[src/hdl/dhoat_pkg.sv]
// package for the double hash open address table
// states, status codes, register indexes; no dependencies
package dhoat_pkg;
	localparam int TABLE_SIZE = 16;
	localparam int CFG_W = 16;
	localparam int STATUS_W = 2;
	localparam int SLOT_OUT_W = 4;
	typedef enum logic [1:0] {
		ST_DONE = 2'd0,
		ST_NOT_FOUND = 2'd1,
		ST_OVERFLOW = 2'd2
	} status_t;
	typedef enum logic [1:0] {
		REG_MULT = 2'd0,
		REG_OFFSET = 2'd1,
		REG_PRIME = 2'd2,
		REG_STEP = 2'd3
	} reg_idx_t;
	typedef enum logic [2:0] {
		S_IDLE,
		S_DIV1,
		S_DIV2,
		S_PROBE,
		S_READ,
		S_OUT
	} state_t;
	typedef struct packed {
		logic start;
		logic busy;
	} div_ctl_t;
endpackage

[src/hdl/dhoat_div.sv]
// sequential restoring divider, one quotient bit per cycle, remainder only
// uses dhoat_pkg
module dhoat_div #(
	parameter int NUM_W = 47
) (
	input logic clk,
	input logic arst_n,
	input dhoat_pkg::div_ctl_t ctl,
	input logic [NUM_W-1:0] num,
	input logic [dhoat_pkg::CFG_W-1:0] den,
	output logic done,
	output logic [dhoat_pkg::CFG_W-1:0] rem
);
	localparam int CW = $clog2(NUM_W + 1);
	logic [NUM_W-1:0] num_q;
	logic [dhoat_pkg::CFG_W:0] rem_q;
	logic [CW-1:0] cnt_q;
	logic run_q;
	logic [dhoat_pkg::CFG_W+1:0] trial;
	assign trial = {rem_q, num_q[NUM_W-1]} - {2'b00, den};
	always_ff @(posedge clk or negedge arst_n) begin
		if (!arst_n) begin
			run_q <= 1'b0;
			cnt_q <= '0;
		end else if (ctl.start) begin
			run_q <= 1'b1;
			cnt_q <= CW'(NUM_W);
		end else if (run_q) begin
			cnt_q <= cnt_q - 1'b1;
			if (cnt_q == CW'(1)) run_q <= 1'b0;
		end
	end
	always_ff @(posedge clk) begin
		if (ctl.start) begin
			num_q <= num;
			rem_q <= '0;
		end else if (run_q) begin
			num_q <= {num_q[NUM_W-2:0], 1'b0};
			if (!trial[dhoat_pkg::CFG_W+1]) rem_q <= trial[dhoat_pkg::CFG_W:0];
			else rem_q <= {rem_q[dhoat_pkg::CFG_W-1:0], num_q[NUM_W-1]};
		end
	end
	assign done = ctl.busy && !run_q && !ctl.start;
	assign rem = rem_q[dhoat_pkg::CFG_W-1:0];
endmodule

[src/hdl/double_hash_open_address_table.sv]
// double hashing open address table, top level
// sequence: two divisions, then one probe state per insert probe, a probe and a read
//   state per occupied search probe and a probe state for a free one, then the result
// items: one at a time, paced by the shared bit-serial divider and the single key store
//   read port
// reset: valid bits clear and config registers take their defaults at once, no clearing pass
// depends on dhoat_pkg and dhoat_div
module double_hash_open_address_table #(
	parameter int KEY_WIDTH = 31
) (
	input logic clk,
	input logic arst_n,
	input logic cfg_we,
	input logic [1:0] cfg_index,
	input logic [15:0] cfg_data,
	input logic in_valid,
	output logic in_ready,
	input logic command,
	input logic [KEY_WIDTH-1:0] key,
	output logic out_valid,
	input logic out_ready,
	output logic [1:0] status,
	output logic [3:0] slot
);
	localparam int TABLE_SIZE = dhoat_pkg::TABLE_SIZE;
	localparam int AW = (TABLE_SIZE > 1) ? $clog2(TABLE_SIZE) : 1;
	localparam int NW = KEY_WIDTH + dhoat_pkg::CFG_W;
	localparam int CW = $clog2(TABLE_SIZE + 1);

	// configuration registers
	logic [15:0] mult_q, offs_q, prime_q, stepm_q;
	always_ff @(posedge clk or negedge arst_n) begin
		if (!arst_n) begin
			mult_q <= 16'd4;
			offs_q <= 16'd3;
			prime_q <= 16'd11;
			stepm_q <= 16'd1857;
		end else if (cfg_we) begin
			case (dhoat_pkg::reg_idx_t'(cfg_index))
				dhoat_pkg::REG_MULT: mult_q <= cfg_data;
				dhoat_pkg::REG_OFFSET: offs_q <= cfg_data;
				dhoat_pkg::REG_PRIME: prime_q <= cfg_data;
				dhoat_pkg::REG_STEP: stepm_q <= cfg_data;
				default: ;
			endcase
		end
	end

	dhoat_pkg::state_t state_q, state_d;
	logic cmd_q;
	logic [KEY_WIDTH-1:0] key_q;
	logic [NW-1:0] prod_q;
	logic [AW-1:0] base_q, step_q, pos_q;
	logic [CW-1:0] cnt_q;
	logic [TABLE_SIZE-1:0] valid_q;
	logic [KEY_WIDTH-1:0] mem [TABLE_SIZE];
	logic [KEY_WIDTH-1:0] rd_q;
	logic [1:0] status_q;
	logic [AW-1:0] slot_q;

	// shared divider: a*k+b mod p, then k mod m
	dhoat_pkg::div_ctl_t dctl;
	logic [NW-1:0] dnum;
	logic [15:0] dden, drem;
	logic ddone;
	logic dstart_q;
	assign dctl.start = dstart_q;
	assign dctl.busy = (state_q == dhoat_pkg::S_DIV1) || (state_q == dhoat_pkg::S_DIV2);
	assign dnum = (state_q == dhoat_pkg::S_DIV1) ? prod_q : NW'(key_q);
	assign dden = (state_q == dhoat_pkg::S_DIV1) ? prime_q : stepm_q;
	dhoat_div #(.NUM_W(NW)) u_div (
		.clk(clk), .arst_n(arst_n), .ctl(dctl), .num(dnum), .den(dden),
		.done(ddone), .rem(drem)
	);

	logic acc, probe_free, probe_hit, last;
	assign acc = in_valid && in_ready;
	assign probe_free = !valid_q[pos_q];
	assign probe_hit = rd_q == key_q;
	assign last = cnt_q == CW'(TABLE_SIZE - 1);

	// next state
	always_comb begin
		state_d = state_q;
		case (state_q)
			dhoat_pkg::S_IDLE: if (acc) state_d = dhoat_pkg::S_DIV1;
			dhoat_pkg::S_DIV1: if (ddone) state_d = dhoat_pkg::S_DIV2;
			dhoat_pkg::S_DIV2: if (ddone) state_d = dhoat_pkg::S_PROBE;
			dhoat_pkg::S_PROBE: begin
				if (probe_free || cmd_q == 1'b0) begin
					if (probe_free || last) state_d = dhoat_pkg::S_OUT;
				end else state_d = dhoat_pkg::S_READ;
			end
			dhoat_pkg::S_READ: if (probe_hit || last) state_d = dhoat_pkg::S_OUT;
				else state_d = dhoat_pkg::S_PROBE;
			dhoat_pkg::S_OUT: if (out_ready) state_d = dhoat_pkg::S_IDLE;
			default: state_d = dhoat_pkg::S_IDLE;
		endcase
	end

	// outputs
	always_comb begin
		in_ready = state_q == dhoat_pkg::S_IDLE;
		out_valid = state_q == dhoat_pkg::S_OUT;
		status = status_q;
		slot = 4'(slot_q);
	end

	always_ff @(posedge clk or negedge arst_n) begin
		if (!arst_n) begin
			state_q <= dhoat_pkg::S_IDLE;
			valid_q <= '0;
			dstart_q <= 1'b0;
		end else begin
			state_q <= state_d;
			dstart_q <= acc || (state_q == dhoat_pkg::S_DIV1 && ddone);
			if (state_q == dhoat_pkg::S_PROBE && probe_free && cmd_q == 1'b0)
				valid_q[pos_q] <= 1'b1;
		end
	end

	// key store: one write port and one registered read port
	always_ff @(posedge clk) begin
		if (state_q == dhoat_pkg::S_PROBE && probe_free && cmd_q == 1'b0)
			mem[pos_q] <= key_q;
		rd_q <= mem[pos_q];
	end

	// datapath
	logic [AW-1:0] nxt_pos;
	assign nxt_pos = AW'((AW+1)'(pos_q) + (AW+1)'(step_q));
	always_ff @(posedge clk) begin
		if (acc) begin
			cmd_q <= command;
			key_q <= key;
			prod_q <= NW'(key) * NW'(mult_q) + NW'(offs_q);
		end
		if (state_q == dhoat_pkg::S_DIV1 && ddone)
			base_q <= (prime_q == '0) ? '0 : AW'(drem);
		if (state_q == dhoat_pkg::S_DIV2 && ddone) begin
			step_q <= (stepm_q == '0) ? '0 : AW'(drem);
			pos_q <= base_q;
			cnt_q <= '0;
			status_q <= cmd_q ? dhoat_pkg::ST_NOT_FOUND : dhoat_pkg::ST_OVERFLOW;
			slot_q <= '0;
		end
		if (state_q == dhoat_pkg::S_PROBE) begin
			if (probe_free && cmd_q == 1'b0) begin
				status_q <= dhoat_pkg::ST_DONE;
				slot_q <= pos_q;
			end else if (!probe_free && cmd_q == 1'b0) begin
				pos_q <= nxt_pos;
				cnt_q <= cnt_q + 1'b1;
			end
		end
		if (state_q == dhoat_pkg::S_READ) begin
			if (probe_hit) begin
				status_q <= dhoat_pkg::ST_DONE;
				slot_q <= pos_q;
			end else begin
				pos_q <= nxt_pos;
				cnt_q <= cnt_q + 1'b1;
			end
		end
	end

	a_ready_idle: assert property (@(posedge clk) disable iff (!arst_n)
		in_ready |-> !out_valid) else $error("ready while result pending");
	a_out_hold: assert property (@(posedge clk) disable iff (!arst_n)
		out_valid && !out_ready |=> out_valid && $stable(status))
		else $error("result dropped");
	a_slot_zero: assert property (@(posedge clk) disable iff (!arst_n)
		out_valid && status != dhoat_pkg::ST_DONE |-> slot == 4'd0)
		else $error("slot nonzero on miss");
endmodule

[config.mk]
export PLATFORM = sky130hd
export DESIGN_NAME = double_hash_open_address_table
export DESIGN_NICKNAME = d
export VERILOG_FILES = /design/src/hdl/dhoat_pkg.sv /design/src/hdl/dhoat_div.sv /design/src/hdl/double_hash_open_address_table.sv
export SDC_FILE = /design/constraint.sdc
export NUM_CORES = 2
export LEC_CHECK = 0
export ABC_CLOCK_PERIOD_IN_PS = 12200
export BUFFER_PORTS_ARGS = -buffer_cell sky130_fd_sc_hd__clkbuf_2
export CORE_MARGIN = 5
export CORE_UTILIZATION = 55
export CTS_CLUSTER_SIZE = 10
export DETAILED_ROUTE_END_ITERATION = 8
export PLACE_DENSITY = 0.71
export SYNTH_ARGS = -nofsm -noshare
export SYNTH_HDL_FRONTEND = slang
export SYNTH_SLANG_ARGS = --single-unit
[constraint.sdc]
create_clock -name clk -period 12.2 [get_ports clk]
set_clock_uncertainty 0.1 [all_clocks]
set_input_delay 2.44 -clock clk [delete_from_list [all_inputs] [get_ports clk]]
set_output_delay 2.44 -clock clk [all_outputs]
set_load 0.02 [all_outputs]
# After elaboration in Yosys (flattened, before gate mapping)
# Memories as Yosys holds them, arrays and structs flattened. A register that Yosys moved wholly into a read port is not among the register bits.
# Index checks and enable logic that the tools add are counted.
# totals
regBits,257
mem_bits_rw,496
in_bits,55
out_inout_bits,8
wordCells,122
memories,1
# mem_list
name,words,word_bits,read_ports,rd_clocked_by_memory_dff,wr,line,text
mem,16,31,1,1,1,double_hash_open_address_table.sv:56,logic [KEY_WIDTH-1:0] mem [TABLE_SIZE];
# classes
add_sub_neg,5
mul,1
order_cmp,2
n_eq_ne,16
muxes,47
bitwise,2
reduce_logical,28
# op_table
op,n
47-bit 2-to-1 mux,3
47-bit by 16-bit adder with 47-bit output,1
31-bit by 16-bit multiplier with 47-bit output,1
4-bit 2-to-1 mux,11
16-bit logical NOT,2
31-bit equality test,1
5-bit 2-to-1 mux,6
3-bit 2-to-1 mux,7
3-bit case mux with 6 select lines,1
18-bit by 16-bit subtractor with 18-bit output,1
17-bit 2-to-1 mux,1
16-bit 2-to-1 mux,1
16-bit OR,1
2-bit 2-to-1 mux,6
6-bit 2-to-1 mux,2
1-bit logical AND,10
2-bit AND reduction,4
1-bit 2-to-1 mux,7
3-bit by 2-bit equality test with 1-bit output (second input constant),2
3-bit equality test (second input constant),2
6-bit by 1-bit equality test with 1-bit output (second input constant),1
6-bit by 1-bit subtractor with 6-bit output (second input constant),1
5-bit by 1-bit adder with 5-bit output (second input constant),1
5-bit by 4-bit equality test with 1-bit output (second input constant),1
other kinds (18),27

# Longest topological paths before layout
# logic_depth
word_depth,11
mapped_depth,24

# By module
# Synthesis repeated with hierarchy kept, for this count alone.
# hier_totals
cells_unflattened,3584
area_unflattened_um2,47775.8
# by_module_without_submodules
module,instances,cells_per_inst,area_each_um2
double_hash_open_address_table,1,3218,43634.3
dhoat_div,1,366,4141.5

# Worst setup path before layout
# OpenSTA, ideal clock, no wires.
# synth_timing
kind,in2reg
from,in key[7]
to,reg prod_q[39] (data pin)
setup_time_ns,0.277
arrival_ns,7.865
path_slack_ns,3.959
path_stages,21
path_buffers,1
cell_sequence,clkbuf_1 > nand2_1 > fa_1 > inv_1 > fa_1 > inv_1 > fa_1 > inv_1 > fa_1 > fa_1 > inv_1 > fa_1 > inv_1 > ha_1 > a21o_1 > a2111oi_1 > a21oi_1 > o211ai_1 > a31oi_1 > nor4_1 > a211oi_1
# synth_via
elab_chain_len,2
# synth_rtl
item,line,text
"start, declared",double_hash_open_address_table.sv:19,"input logic [KEY_WIDTH-1:0] key,"
31-bit by 16-bit multiplier with 47-bit output,double_hash_open_address_table.sv:136,prod_q <= NW'(key) * NW'(mult_q) + NW'(offs_q);
47-bit by 16-bit adder with 47-bit output,double_hash_open_address_table.sv:136,
"end signal, assigned",double_hash_open_address_table.sv:136,
"end, declared",double_hash_open_address_table.sv:52,logic [NW-1:0] prod_q;
# No other way between the ends.
# A chain may end at the register's enable or synchronous reset.

# Final worst setup path
# layout_timing
from,in key[8]
to,reg prod_q[41] (data pin)
# The elaborated chain is that of the path after synthesis.

==> results.toml <==
[floorplanning]
die_h_um = 304
dieArea_um2 = 92400
coreArea_um2 = 85400
die_x_um = 304
fp-row-count = 107
initial_utilization_pct = 55.6
num_io_pins = 63

[timing]
setup_violations = 0
fin_crit_sh_pct = 71.7
finalHoldViolCount = 0
min_period_ns = 8.74
slew_headroom_pct = 32.2
fmax_mhz = 114
holdWs_ns = 0.360
tightest_slew_ns = 1.01
fin_setup_tns_ns = 0
rsz0062_at_grt = "false"
maxSlewViolCount = 0

[synth]
synth-seq-cells = 784
synth_nets = 4244
mappedNetlistArea_um2 = 47500
synth_mux_area_share_pct = 10.4
synth_compound_area_share_pct = 4.14
ys_types = 83
synth_warnings = 0
synth_cells = 3608
synthFlopType = "edfxtp_1"
async_flop_share_pct = 11.6
yosys.area_share.simple_pct = 8.84
synth_enable_flop_cells = 630
synthAdderAreaFrac_pct = 22.0
seq_area_frac_synth_pct = 47.3
synth_top_family_by_area = "adder cells"
syn_area_per_cell_um2 = 13.2
synth_xor_area_share_pct = 1.46

[placed_design]
dp.cells = 4712
place_area_um2 = 49200
portBuffers = 62
hpwl_um = 74900
globalplace.congestion = 0.893

[clock_network]
ctsHoldBuffers = 0
clock_latency_ns = 0.66
htree_num_levels = 3
cts_tree = "built"
post_cts_buffers = 0
numCtsBuffers = 90
clk_path_buf_depth = 3
cts_sinks = 784
clk_pin_slew_ns = 0.05
root_buffer = "clkbuf_16"
cts.repair.resized = 0

[run_status]
status = "finished clean"

[critical_path]
arrival_ns = 9.01
cp-end-kind = "flop"
cp_max_fo = 17
start_kind = "input pin"
required_ns = 12.46
crit_type = "in2reg"

[detailed_routing]
drt-wirelength-per-cell_um = 22.7
ant_nets = 0
drc_errors = 0
via_count = 28400
first_pass_iters = 6
drt-initial-drc-count = 2378
totalWireLength_um = 111000
post_drt_via_cell_ratio = 5.81

[run]
cap_violations = 0

[grt]
grt_overflow = 0
grt_usage_pct = 24.3
antenna_found_initial = 6
grt_max_degree = 67
grt_pass1_vias = 30200
grt_pass1_wl_um = 175000

[worst_hold_path]
min_path_type = "reg2reg"

[final_layout]
fin_cells = 4882
n_fill_cell = 6595
syn2layout_area_growth_pct = 9.26
drive_gt1_share_pct = 14.1
nets = 4296
final_area_um2 = 51900
[worst paths after layout]
path / from / end / slack (ns) / depth (start not counted)
max: key[8] / prod_q[41]$_DFFE_PP_ / 3.46 / 21
min: valid_q[0]$_DFFE_PN0P_ / valid_q[0]$_DFFE_PN0P_ / 0.36 / 1
max reg2reg: mult_q[8]$_DFFE_PN0P_ / prod_q[41]$_DFFE_PP_ / 4.51 / 21
min reg2reg: valid_q[0]$_DFFE_PN0P_ / valid_q[0]$_DFFE_PN0P_ / 0.36 / 1
max in group asynchronous: arst_n / mult_q[10]$_DFFE_PN0P_ / 9.21 / 2
min in group asynchronous: arst_n / stepm_q[15]$_DFFE_PN0P_ / 1.64 / 1
[layout make-up]
| cell class | count | area, um2 | area share (%) |
|---|---|---|---|
| Timing Repair Buffer | 123 | 771 | 1.48 |
| Inverter | 568 | 2130 | 4.11 |
| Antenna cell | 2 | 5.00 | 0.00964 |
| Sequential cell | 784 | 22500 | 43.3 |
| Multi-Input combinational cell | 2093 | 22400 | 43.1 |
| Clock buffer | 158 | 2560 | 4.93 |
| Clock inverter | 10 | 159 | 0.306 |
| Tap cell | 1144 | 1430 | 2.76 |
[worst max-delay path, stage by stage]
cell and delay, ns:
clkbuf_2 0.32, and2_1 0.28, fa_1 0.53, inv_1 0.05, fa_1 0.46, fa_1 0.51
inv_1 0.05, fa_1 0.49, fa_1 0.49, inv_1 0.05, fa_1 0.47, inv_1 0.04
ha_1 0.35, nand2_1 0.15, o21ai_0 0.18, a2111oi_1 0.65, a21oi_1 0.29, o211ai_1 0.51
a31oi_1 0.30, nor4_1 0.31, a211oi_1 0.08
[cell usage after synthesis, types with 67 or more instances]
library cell    n  area (um2)
a21oi_1        83         415
and2_1        229        1430
clkbuf_1      142         533
dfrtp_1        80        2000
edfxtp_1      630       18900
fa_1          422        8450
ha_1          159        1990
inv_1         567        2130
mux2_2         67         754
mux4_2        160        3600
nand2_1       340        1280
nor2_1        113         424
[sequential cells by signal, summed over array words and instances (netlist names)]
signal,cells
rd_q,31
prime_q,16
offs_q,16
status,2
cnt_q,5
valid_q,16
key_q,31
cmd_q,1
prod_q,47
u_div.num_q,47
u_div.cnt_q,6
slot,4
base_q,4
pos_q,4
u_div.run_q,1
dstart_q,1
state_q,3
stepm_q,16
mult_q,16
mem,496
u_div.rem_q,17
step_q,4
[kinds of logic (layout without fill, tap and decap cells)]
family	count (synthesis)	in the layout
and+or+nand+nor	856	856
DFF	784	784
buffers and inverters	731	859
adders and majority gates	581	581
AOI/OAI and AO/OA	291	291
muxes	286	286
xor gates and xnor gates	79	79
other	0	2
[cells in the final DEF (no fill, tap or decap), drive strengths merged, types with 22 or more instances in the layout]
cell type	Yosys	final
dfrtp	80	80
mux4	160	160
nor3	28	28
edfxtp	630	630
a21o	28	28
nor2	113	113
fa	422	422
a21oi	83	83
mux2	68	68
dfxtp	63	63
nand2	341	341
xnor2	50	50
mux2i	58	58
xor2	29	29
nor4	23	23
and2	229	229
clkbuf	143	219
ha	159	159
a211oi	22	22
o21ai	58	58
nand3	39	39
inv	568	571
buf	18	62
[metrics by stage]
step / worst slack (ns) / util, %
floorplan: 3.96 / -
global placement: 2.91 / 57.6
detailed placement: 2.87 / 57.6
CTS: 3.54 / 60.8
global route: 3.20 / 60.8
finish: 3.46 / 60.8
[routing by layer]
layer	global-route usage (%)	wire [um]	vias up
met5	0	55	-
met4	8.34	4130	8
met3	3.09	6470	286
met2	43.0	57200	1043
met1	31.5	43100	14700
li1	-	-	12400
Power is not shown: default switching activity piles up to over one toggle a cycle in this logic, so the estimate is an artifact.
